**src/hw/rtl/lef_pkg.sv**
```systemverilog
`default_nettype none
// ----------------------------------------------------------------------------
// lef_pkg: shared types and constants of the Laplacian edge filter
// Pixel and column types, field widths, register defaults and the
// 3x3 Laplacian kernel evaluated from per-column channel sums.
// ----------------------------------------------------------------------------
package lef_pkg;

  localparam int CH_W          = 8;
  localparam int PIX_W         = 3 * CH_W;
  localparam int COL_W         = 10;
  localparam int ROW_W         = 12;
  localparam int FW_W          = 11;
  localparam int FH_W          = 13;
  localparam int CSUM_W        = 10;   // sum of three channel bytes
  localparam int TOT_W         = 12;   // sum of nine channel bytes
  localparam int CH_MAX        = 255;
  localparam int MIN_DIM       = 3;
  localparam int MAX_WIDTH_DEF = 1024;
  localparam int MAX_HEIGHT    = 4096;
  localparam int FW_RESET      = 640;
  localparam int FH_RESET      = 480;
  localparam int CFG_IDX_W     = 1;
  localparam int CFG_DATA_W    = FH_W;

  typedef enum logic [CFG_IDX_W-1:0] {
    CFG_FRAME_WIDTH  = 1'b0,
    CFG_FRAME_HEIGHT = 1'b1
  } cfg_idx_t;

  typedef logic [PIX_W-1:0] pix_t;

  // One window column: previous-previous row, previous row, current row.
  typedef struct packed {
    pix_t top;
    pix_t mid;
    pix_t bot;
  } col_t;

  // Per-channel column sums, index 0 = blue, 2 = red.
  typedef logic [2:0][CSUM_W-1:0] csum_t;

  // 8*center - neighbors == 9*center - sum of all nine, saturated to 0..255.
  function automatic pix_t lap_pix(input csum_t sl, input csum_t sc, input csum_t sr,
                                   input pix_t ctr);
    pix_t                    res;
    logic [TOT_W-1:0]        tot;
    logic [TOT_W-1:0]        nine;
    logic signed [TOT_W:0]   acc;
    res = '0;
    for (int ch = 0; ch < 3; ch++) begin
      tot  = TOT_W'(sl[ch]) + TOT_W'(sc[ch]) + TOT_W'(sr[ch]);
      nine = (TOT_W'(ctr[ch*CH_W +: CH_W]) << 3) + TOT_W'(ctr[ch*CH_W +: CH_W]);
      acc  = $signed({1'b0, nine}) - $signed({1'b0, tot});
      if (acc < 0) begin
        res[ch*CH_W +: CH_W] = '0;
      end else if (acc > CH_MAX) begin
        res[ch*CH_W +: CH_W] = '1;
      end else begin
        res[ch*CH_W +: CH_W] = acc[CH_W-1:0];
      end
    end
    return res;
  endfunction

endpackage
`default_nettype wire

```
**src/hw/rtl/lef_cell.sv**
```systemverilog
`default_nettype none
// ----------------------------------------------------------------------------
// lef_cell: one column of the 3x3 window
// Holds three pixels, takes its neighbor's column on shift and presents
// per-channel column sums for the kernel.
// ----------------------------------------------------------------------------
module lef_cell import lef_pkg::*; (
  input  wire logic  clk,
  input  wire logic  shift_en,
  input  wire col_t  col_in,
  output col_t       col_out,
  output csum_t      col_sum
);

  col_t col_r;

  always_ff @(posedge clk) begin
    if (shift_en) begin
      col_r <= col_in;
    end
  end

  always_comb begin
    for (int ch = 0; ch < 3; ch++) begin
      col_sum[ch] = CSUM_W'(col_r.top[ch*CH_W +: CH_W]) +
                    CSUM_W'(col_r.mid[ch*CH_W +: CH_W]) +
                    CSUM_W'(col_r.bot[ch*CH_W +: CH_W]);
    end
  end

  assign col_out = col_r;

endmodule
`default_nettype wire

```
**config.mk**
```make
export PLATFORM = sky130hd
export DESIGN_NAME = lef_cell
export DESIGN_NICKNAME = d
export VERILOG_FILES = /design/src/hw/rtl/lef_pkg.sv /design/src/hw/rtl/lef_cell.sv
export SDC_FILE = /design/constraint.sdc
export NUM_CORES = 1
export LEC_CHECK = 0
export ABC_AREA = 1
export BUFFER_PORTS_ARGS = -buffer_cell sky130_fd_sc_hd__buf_2
export CAP_MARGIN = 20
export CORE_ASPECT_RATIO = 0.9
export CORE_MARGIN = 2
export CORE_UTILIZATION = 47
export CTS_CLUSTER_DIAMETER = 60
export DETAILED_ROUTE_END_ITERATION = 12
export PLACE_DENSITY = 0.89
export SKIP_LAST_GASP = 1
export SYNTH_ARGS = -nofsm -noshare
export SYNTH_HDL_FRONTEND = slang
export SYNTH_SLANG_ARGS = --single-unit
```
**constraint.sdc**
```tcl
create_clock -name clk -period 3.22 [get_ports clk]
set_clock_uncertainty 0.15 [all_clocks]
set_input_delay 0.483 -clock clk [delete_from_list [all_inputs] [get_ports clk]]
set_output_delay 0.483 -clock clk [all_outputs]
set_load 0.005 [all_outputs]
```
==> summary.txt, run 1 <==
Fmax: 326 MHz
CP max-delay cell: fa_1
Hold Fails Final Rpt: 0
Startpoint types: register
Leakage: 2.49 nW
GRT Overall Usage: 0.195
Die H: 89.0 um
Vias per inst: 4.75
Root buffer cell: clkbuf_8
Global-route wire length before repair: 13300 um
Layout cells sized above 1: 0.404
Synth Warn #: 0
Critical path endpoint category: output pin
CTS Hold Bufs: 0
Net Count, Synth: 422
Max-cap violations: 0
Largest family of logic cells by synthesized area: adder cells
Crit path time final: 3070 ps
Fill count: 607
DRC errors left: 0
Critical Path Max Stage Delay: 490 ps
Gr ovfl total: 0
Worst path cell trace: fa_1, ha_1, fa_2, nand2_1, nand2_1, nand3b_1, nand2_1, nand2_1, nand2_1, buf_2
RSZ-0062 raised after global routing: true
Post-synth cell types: 18
DIE WIDTH: 98.4 um
Ant diodes: 0
Hold crit path type: in -> reg
Hold path depth: 1
Drt pass-1 iters: 4
Synth Area in XOR/XNOR: 0.0209
Layout area overhead: 32.8%
Adder-cell share of the synthesized area: 0.213
Die area: 8760 um2
Crit-path max FO: 3
Synth Area in Simple Gates: 0.124
Starting Density: 0.493
Clock-pin slew on the worst setup and hold paths: 80 ps
Row count: 30
Wire per inst: 14.1 um
Commonest non-fill, non-tap cell in the layout: buf_2
Hold endpoint: col_out[39]$_DFFE_PP_
Slew Limit Fails: 0
TritonCTS clock tree: built
CP required: 2590 ps
Critical path data arrival time: 2430 ps
Nets: 609
Most frequent cells in the layout: buf_2, nand2_1, edfxtp_1
TritonCTS buffer count: 9
CTS H-tree depth: 3
Outcome: finished clean
Synth top area share: 0.573
Mapped Area: 3770 um2
Post-DP HPWL: 6810 um
IO Count: 176
CP most frequent cell: nand2_1
Hold_sp: col_in[39]
1st-iter DRT viols: 98
Vias in the first global route: 2985
Via count: 2792
Flops & latches, synth: 72
Post-synthesis sequential area ratio: 0.573
Slew @ Worst Pin: 846 ps
Final setup violation count: 0
Proportion of synthesized area in mux cells: 0
Max reg flops: 72
VDD IR max: 0.330 mV
Clk sinks: 72
Initial antenna violation count: 0
Clock Tree Buf Depth: 2
Final GP Congestion: 0.832
Total Power: 3.01 mW
# port buffers: 175
DRT Wirelength: 8300 um
Main area contributors after synthesis: edfxtp_1, fa_1, nand2_1, ha_1, inv_1
Post-Syn Instances: 300
Yosys top cell by area: edfxtp_1
Slew headroom: 0.436
Post-synthesis compound-gate area fraction: 0.0133
Largest net degree at the start of global routing: 38
Syn Area/Cell: 12.6 um2
PwrDens: 601 nW/um2
Setup CP Type: reg -> out
Fin crit share: 0.952
Final ANT Viol Nets: 0
Core area: 7660 um2
Setup TNS: 0 ps
==> routing by layer <==
| layer | up-vias | share of wire | track usage |
|---|---|---|---|
| li1 | 1350 | - | - |
| met1 | 1306 | 0.37 | 0.217 |
| met2 | 123 | 0.54 | 0.353 |
| met3 | 13 | 0.081 | 0.0633 |
| met4 | 0 | 0.016 | 0.0822 |
| met5 | - | 0 | 0 |
==> kinds of logic after synthesis <==
group           count (synthesis)
buf+inv                        56
fa+ha+maj                      48
flops                          72
compound gates                 10
xor+xnor                        9
simple gates                  105
==> where the power goes <==
group          switching (mW)  internal [mW]
clock                   0.329          0.432
sequential             0.0520           1.12
combinational           0.575          0.504
==> worst max path at each step <==
| stage | to | depth (start not counted) | start |
|---|---|---|---|
| 6_report | col_sum[7] | 10 | col_out[1]$_DFFE_PP_ |
| 4_1_cts | col_sum[17] | 10 | col_out[9]$_DFFE_PP_ |
| 3_3_place_gp | col_sum[7] | 10 | col_out[1]$_DFFE_PP_ |
| 2_1_floorplan | col_sum[17] | 9 | col_out[9]$_DFFE_PP_ |
| 3_5_place_dp | col_sum[17] | 10 | col_out[9]$_DFFE_PP_ |
| 5_1_grt | col_sum[7] | 10 | col_out[1]$_DFFE_PP_ |
==> worst max-delay path: cells and delay by family, from the launching register on <==
family | cells | cell delay [ps]
adder cells (fa/ha/maj) | 3 | 1090
AND/OR/NAND/NOR | 6 | 460
flip-flops | 1 | 420
buffers and inverters | 1 | 120
==> cells in the mapped netlist (all sizes together) <==
cell type	number
nand3b	4
a21oi	8
xnor2	5
inv	56
nand4	1
o21ai	2
edfxtp	72
nand3	13
xor2	4
and2	2
nand2	72
or2	3
nor2	10
fa	27
ha	21
==> per-stage QoR <==
step | instances | area, um2 | setup slack (ps) | utilization | hold WS (ps)
finish | 588 | 5010 | 155 | 0.654 | 161
CTS | 588 | 5000 | 45.0 | 0.653 | 143
global placement | 572 | 4790 | 514 | 0.625 | 509
global route | 588 | 5010 | -23.6 | 0.654 | 136
floorplan | 300 | 3770 | 679 | - | 432
detailed placement | 572 | 4790 | 427 | 0.625 | 511
==> what timing repair did <==
action / 4_1_cts / 5_1_grt
gates resized for setup: 0 / 4
endpoints found under the setup margin: 0 / 5
buffers inserted: 0 / 0
==> area by class of cell <==
type	count	area, um2	area share
inverters	56	210	0.0420
repair buffers	176	896	0.179
well taps	96	120	0.0240
flip-flops and latches	72	2160	0.432
multi-input cells	172	1410	0.281
clock inverters	6	83.8	0.0167
clock buffers	10	128	0.0255
Note: power is estimated with default switching activity, not from simulation.
==> run 2, diff against run 1 <==
- CELL_PAD_IN_SITES_DETAIL_PLACEMENT: default -> 0
- CELL_PAD_IN_SITES_GLOBAL_PLACEMENT: default -> 1
- CORE_UTILIZATION: 47 -> 36
- PLACE_DENSITY: 0.89 -> 0.77
==> run 2 against run 1 <==
Setup slack got worse by 16 ps. Largest cell class unchanged. Fmax decreased by 0.51%. Critical path depth unchanged. Critical endpoint is now col_sum[17]. Clock power increased by 59%. Wire length decreased by 3.3%. Core utilization decreased by 15 points. Power increased by 14%. Global-route usage decreased by 5.0 points. First-iteration DRC count decreased by 26%. Sequential share of layout area decreased by 1.5 points.
==> summary.txt, run 2 (synthesized netlist as in run 1, its figures left out) <==
DRC errors left: 0 (unchanged)
# port buffers: 175 (unchanged)
Max reg flops: 72 (unchanged)
Slew headroom: 0.536 (+0.0999)
Placed cell area: 4830 um2 (+0.86%)
Layout area overhead: 37.7%
CP most frequent cell: nand2_1
Root buffer cell: clkbuf_16
GRT Overall Usage: 0.146 (-0.0499)
Row count: 35 (+17%)
CP Buf/Inv Count: 1 (unchanged)
PwrDens: 660 nW/um2 (+9.8%)
Final GP Congestion: 0.808 (-2.9%)
CTS Hold Bufs: 0 (unchanged)
Global-route wire length before repair: 13000 um (-2.3%)
Clock-pin slew on the worst setup and hold paths: 60 ps (-20 ps)
VDD IR max: 0.441 mV (+34%)
Fin crit share: 0.957 (+0.00492)
Most frequent cells in the layout: buf_2, nand2_1, edfxtp_1
Layout cells sized above 1: 0.398 (-0.00610)
CP max-delay cell: fa_1
Initial antenna violation count: 0 (unchanged)
Die H: 101 um (+14%)
Slew @ Worst Pin: 697 ps (-150 ps)
1st-iter DRT viols: 73 (-26%)
Nets: 609 (unchanged)
Finished layout cell area: 5190 um2 (+3.7%)
DIE WIDTH: 112 um (+14%)
CTS H-tree depth: 3 (unchanged)
Wire per inst: 12.9 um (-8.5%)
WP depth: 10 (unchanged)
Met3 wire len: 719 um (+6.8%)
Via count: 2692 (-3.6%)
Die area: 11300 um2 (+29%)
Crit-path max FO: 3 (unchanged)
Largest net degree at the start of global routing: 45 (+18%)
Post-DP HPWL: 6520 um (-4.2%)
Metal1 wirelength: 3380 um (+11%)
Ant diodes: 0 (unchanged)
Leakage: 2.57 nW (+3.1%)
Setup CP Type: reg -> out
Starting Density: 0.370 (-0.123)
Critical path data arrival time: 2450 ps (+20 ps)
Slew Limit Fails: 0 (unchanged)
Metal2 WL: 3820 um (-14%)
Critical path endpoint category: output pin
DRT Wirelength: 8020 um (-3.3%)
Crit path time final: 3080 ps (+15.8 ps)
Hold path depth: 1 (unchanged)
Hold endpoint: col_out[63]$_DFFE_PP_
Vias per inst: 4.33 (-8.7%)
Core area: 10200 um2 (+33%)
Clock Tree Buf Depth: 2 (unchanged)
CP delay by family, top: adder cells
Hold_sp: col_in[63]
TritonCTS clock tree: built
Total Power: 3.43 mW (+14%)
CP required: 2590 ps (about the same)
Drt pass-1 iters: 4 (unchanged)
Gr ovfl total: 0 (unchanged)
Final setup violation count: 0 (unchanged)
Worst path cell trace: fa_1, ha_1, fa_1, nand2_1, nand2_1, nand3b_4, nand2_1, nand2_1, nand2_1, buf_2
Hold Fails Final Rpt: 0 (unchanged)
DR top layer: met4
Critical Path Max Stage Delay: 500 ps (about the same)
Startpoint types: register
Max-cap violations: 0 (unchanged)
Hold crit path type: in -> reg
Vias in the first global route: 2739 (-8.2%)
Final ANT Viol Nets: 0 (unchanged)
Commonest non-fill, non-tap cell in the layout: buf_2
IO Count: 176 (unchanged)
TritonCTS buffer count: 9 (unchanged)
Fmax: 325 MHz (-0.51%)
Clk sinks: 72 (unchanged)
Outcome: finished clean
Postcts setup bufs: 0 (unchanged)
[run 2: changes by cell type in the layout (fill, tap and decap cells not counted), sizes merged]
cell      change
clkinv        -1
clkbuf        +1
clkinvlp      -2
bufinv        +2
[run 2: how the worst max path moves through the flow]
| stage | start | end |
|---|---|---|
| global placement | col_out[1]$_DFFE_PP_ | col_sum[7] |
| CTS | col_out[1]$_DFFE_PP_ | col_sum[7] |
| finish | col_out[9]$_DFFE_PP_ | col_sum[17] |
| global route | col_out[1]$_DFFE_PP_ | col_sum[7] |
| detailed placement | col_out[1]$_DFFE_PP_ | col_sum[7] |
| floorplan | col_out[9]$_DFFE_PP_ | col_sum[17] |
[run 2: timing repair]
| item | 4_1_cts | 5_1_grt |
|---|---|---|
| endpoints found under the hold margin | 0 | 0 |
| endpoints found under the setup margin | 0 | 1 |
| resized for setup | 0 | 1 |
[run 2: layout make-up]
| class | count | area [um2] |
|---|---|---|
| Clock buffer | 11 | 233 |
| Clock inverter | 5 | 129 |
| Fill cell | 951 | 5010 |
| Inverter | 56 | 210 |
| Multi-Input combinational cell | 172 | 1400 |
| Sequential cell | 72 | 2160 |
| Tap cell | 129 | 161 |
| Timing Repair Buffer | 176 | 896 |
[run 2: per-layer routing]
layer / track usage / up-vias
met5: 0 / -
met4: 0.0503 / 0
met3: 0.0613 / 10
met2: 0.238 / 103
met1: 0.176 / 1230
li1: - / 1349
[run 2: through the flow]
stage	utilization	TNS, ps	setup WS (ps)	cells	hold slack (ps)
floorplan	-	0	679	300	432
finish	0.509	0	139	621	177
CTS	0.509	0	82.1	621	164
global route	0.509	-0.143	-0.143	621	163
global placement	0.473	0	515	605	509
detailed placement	0.473	0	440	605	511
[run 2: where the power goes]
part           switching, mW  internal, mW  total, mW
combinational          0.554         0.498       1.05
sequential            0.0507          1.12       1.17
clock                  0.369         0.837       1.21
total                  0.974          2.45       3.43
==> run 3, diff against run 2 <==
- CORE_UTILIZATION: 36 -> 32
- PLACE_DENSITY: 0.77 -> 0.72
- SLEW_MARGIN: default -> 20
- clock period: 3.22 -> 2.65 ns (I/O delays scaled with it)
==> run 3 against run 2 <==
The flow now finishes with violations (setup timing). Cell count increased by 7.7%. Sequential cell count unchanged. First-iteration DRC count increased by 84%. Highest routed layer unchanged. Design area increased by 11%. Sequential share of layout area decreased by 4.0 points.
==> summary.txt, run 3 (synthesized netlist as in run 1, its figures left out) <==
CP most frequent cell: nand2_1
DRT Wirelength: 9000 um (+12%)
Finished layout cell area: 5750 um2 (+11%)
Row count: 37 (+5.7%)
Clk sinks: 72 (unchanged)
Vias per inst: 4.24 (-2.2%)
CTS H-tree depth: 3 (unchanged)
Final GP Congestion: 0.780 (-3.5%)
Root buffer cell: clkbuf_16
Nets: 628 (+3.1%)
Initial antenna violation count: 2 (+2)
Startpoint types: register
TritonCTS buffer count: 9 (unchanged)
Clock Tree Buf Depth: 2 (unchanged)
Post-DP HPWL: 6660 um (+2.1%)
Clk pwr share: 0.267 (-0.085)
Setup CP Type: reg -> out
Hold Fails Final Rpt: 0 (unchanged)
Outcome: finished, violations left
Gr ovfl total: 0 (unchanged)
1st-iter DRT viols: 134 (+84%)
Flop pwr share: 0.322 (-0.019)
GRT Overall Usage: 0.148 (+0.00250)
Crit path time final: 2920 ps
# port buffers: 175 (unchanged)
DRC errors left: 0 (unchanged)
Post-placement cell count: 633 (+4.6%)
DIE WIDTH: 118 um (+5.8%)
Layout cells sized above 1: 0.550 (+0.152)
CP max-delay cell: fa_1
Largest net degree at the start of global routing: 73 (+62%)
Max-cap violations: 0 (unchanged)
Critical path endpoint category: output pin
IO Count: 176 (unchanged)
Core area: 11500 um2 (+13%)
PwrDens: 767 nW/um2 (+16%)
Wire per inst: 13.5 um (+4.1%)
Starting Density: 0.329 (-0.0411)
Int Pwr: 3.02 mW (+23%)
Hold crit path type: in -> reg
Slew Limit Fails: 0 (unchanged)
Clock-pin slew on the worst setup and hold paths: 60 ps (about the same)
RSZ-0062 raised after global routing: true
Worst Slack Setup Final: -275 ps (-414 ps)
Drt pass-1 iters: 4 (unchanged)
Placed cell area: 4870 um2 (+0.85%)
Leakage: 2.67 nW (+4.0%)
P_sw: 1.40 mW (+43%)
CP required: 2100 ps (-490 ps)
Fmax: 342 MHz
VDD IR max: 0.456 mV (+3.3%)
Slew headroom: 0.743 (+0.207)
Slew @ Worst Pin: 386 ps (-311 ps)
Worst path cell trace: fa_1, ha_4, fa_2, nand2_2, nand2_4, nand3b_4, nand2_1, nand2_1, nand2_1, buf_2
Fin crit share: 1.10
Crit-path max FO: 3 (unchanged)
Final ANT Viol Nets: 0 (unchanged)
Die area: 12700 um2 (+12%)
Combinational share of power: 0.411 (+0.104)
TritonCTS clock tree: built
Post-Layout Cell Count: 669 (+7.7%)
Sw Ratio: 0.316 (+0.0322)
Via count: 2835 (+5.3%)
Max reg flops: 72 (unchanged)
Critical path data arrival time: 2380 ps (-70 ps)
Global-route wire length before repair: 14300 um (+10%)
Die H: 107 um (+5.8%)
Failing checks: setup timing
Critical Path Max Stage Delay: 550 ps (+50 ps)
Vias in the first global route: 2994 (+9.3%)
Setup TNS: -3270 ps (-3270 ps)
Fill count: 1052 (+11%)
Most frequent cells in the layout: buf_2, edfxtp_1, nand2_1
Commonest non-fill, non-tap cell in the layout: buf_2
Layout area overhead: 52.5%
Final setup violation count: 22 (+22)
## run 3: critical path: cells and delay by family, from the launching register on
kind | cells | cell delay (ps)
adders and majority gates | 3 | 1110
buffers and inverters | 1 | 120
DFF | 1 | 420
and+or+nand+nor | 6 | 390
## run 3: final cells by class
type	instances	area [um2]	share of cell area
antenna	2	5.00	0.000870
clock buffer	10	229	0.0398
sequential	72	2160	0.376
clock inverter	6	60.1	0.0104
inverter	56	210	0.0365
timing repair buffer	195	1070	0.186
multi-input combinational	172	1820	0.317
tap	156	195	0.0339
## run 3: repair_timing
item	4_1_cts	5_1_grt
setup endpoints to repair	24	24
gates resized for setup	48	36
setup buffers	11	8
hold buffers	0	0
gates cloned	0	0
pin swaps	37	40
## run 3: through the flow
stage / hold slack (ps) / total power, mW / setup slack, ps / utilization
floorplan: 346 / 2.20 / 194 / -
global placement: 423 / 2.75 / 37.9 / 0.424
detailed placement: 426 / 2.76 / -18.0 / 0.424
CTS: 59.5 / 4.27 / -282 / 0.482
global route: 60.2 / 4.73 / -405 / 0.501
finish: 77.6 / 4.41 / -275 / 0.501
## run 3: routing by layer
layer / global-route usage / wire length, um
met2: 0.240 / 4460
met1: 0.172 / 3610
met4: 0.0612 / 159
met3: 0.0660 / 763
met5: 0 / 0
## run 3: power by group through the flow
stage	Sequential (mW)	Clock, mW	Combinational [mW]
3_3_place_gp	1.44	0	1.31
3_5_place_dp	1.45	0	1.31
4_1_cts	1.42	1.22	1.62
6_report	1.42	1.18	1.81
2_1_floorplan	1.45	0	0.751
5_1_grt	1.44	1.26	2.03
## run 3: worst paths after layout
| check | cells past startpoint | from | slack, ps | endpoint |
|---|---|---|---|---|
| setup / recovery | 10 | col_out[9]$_DFFE_PP_ | -270 | col_sum[17] |
| hold / removal | 1 | col_in[9] | 80 | col_out[9]$_DFFE_PP_ |
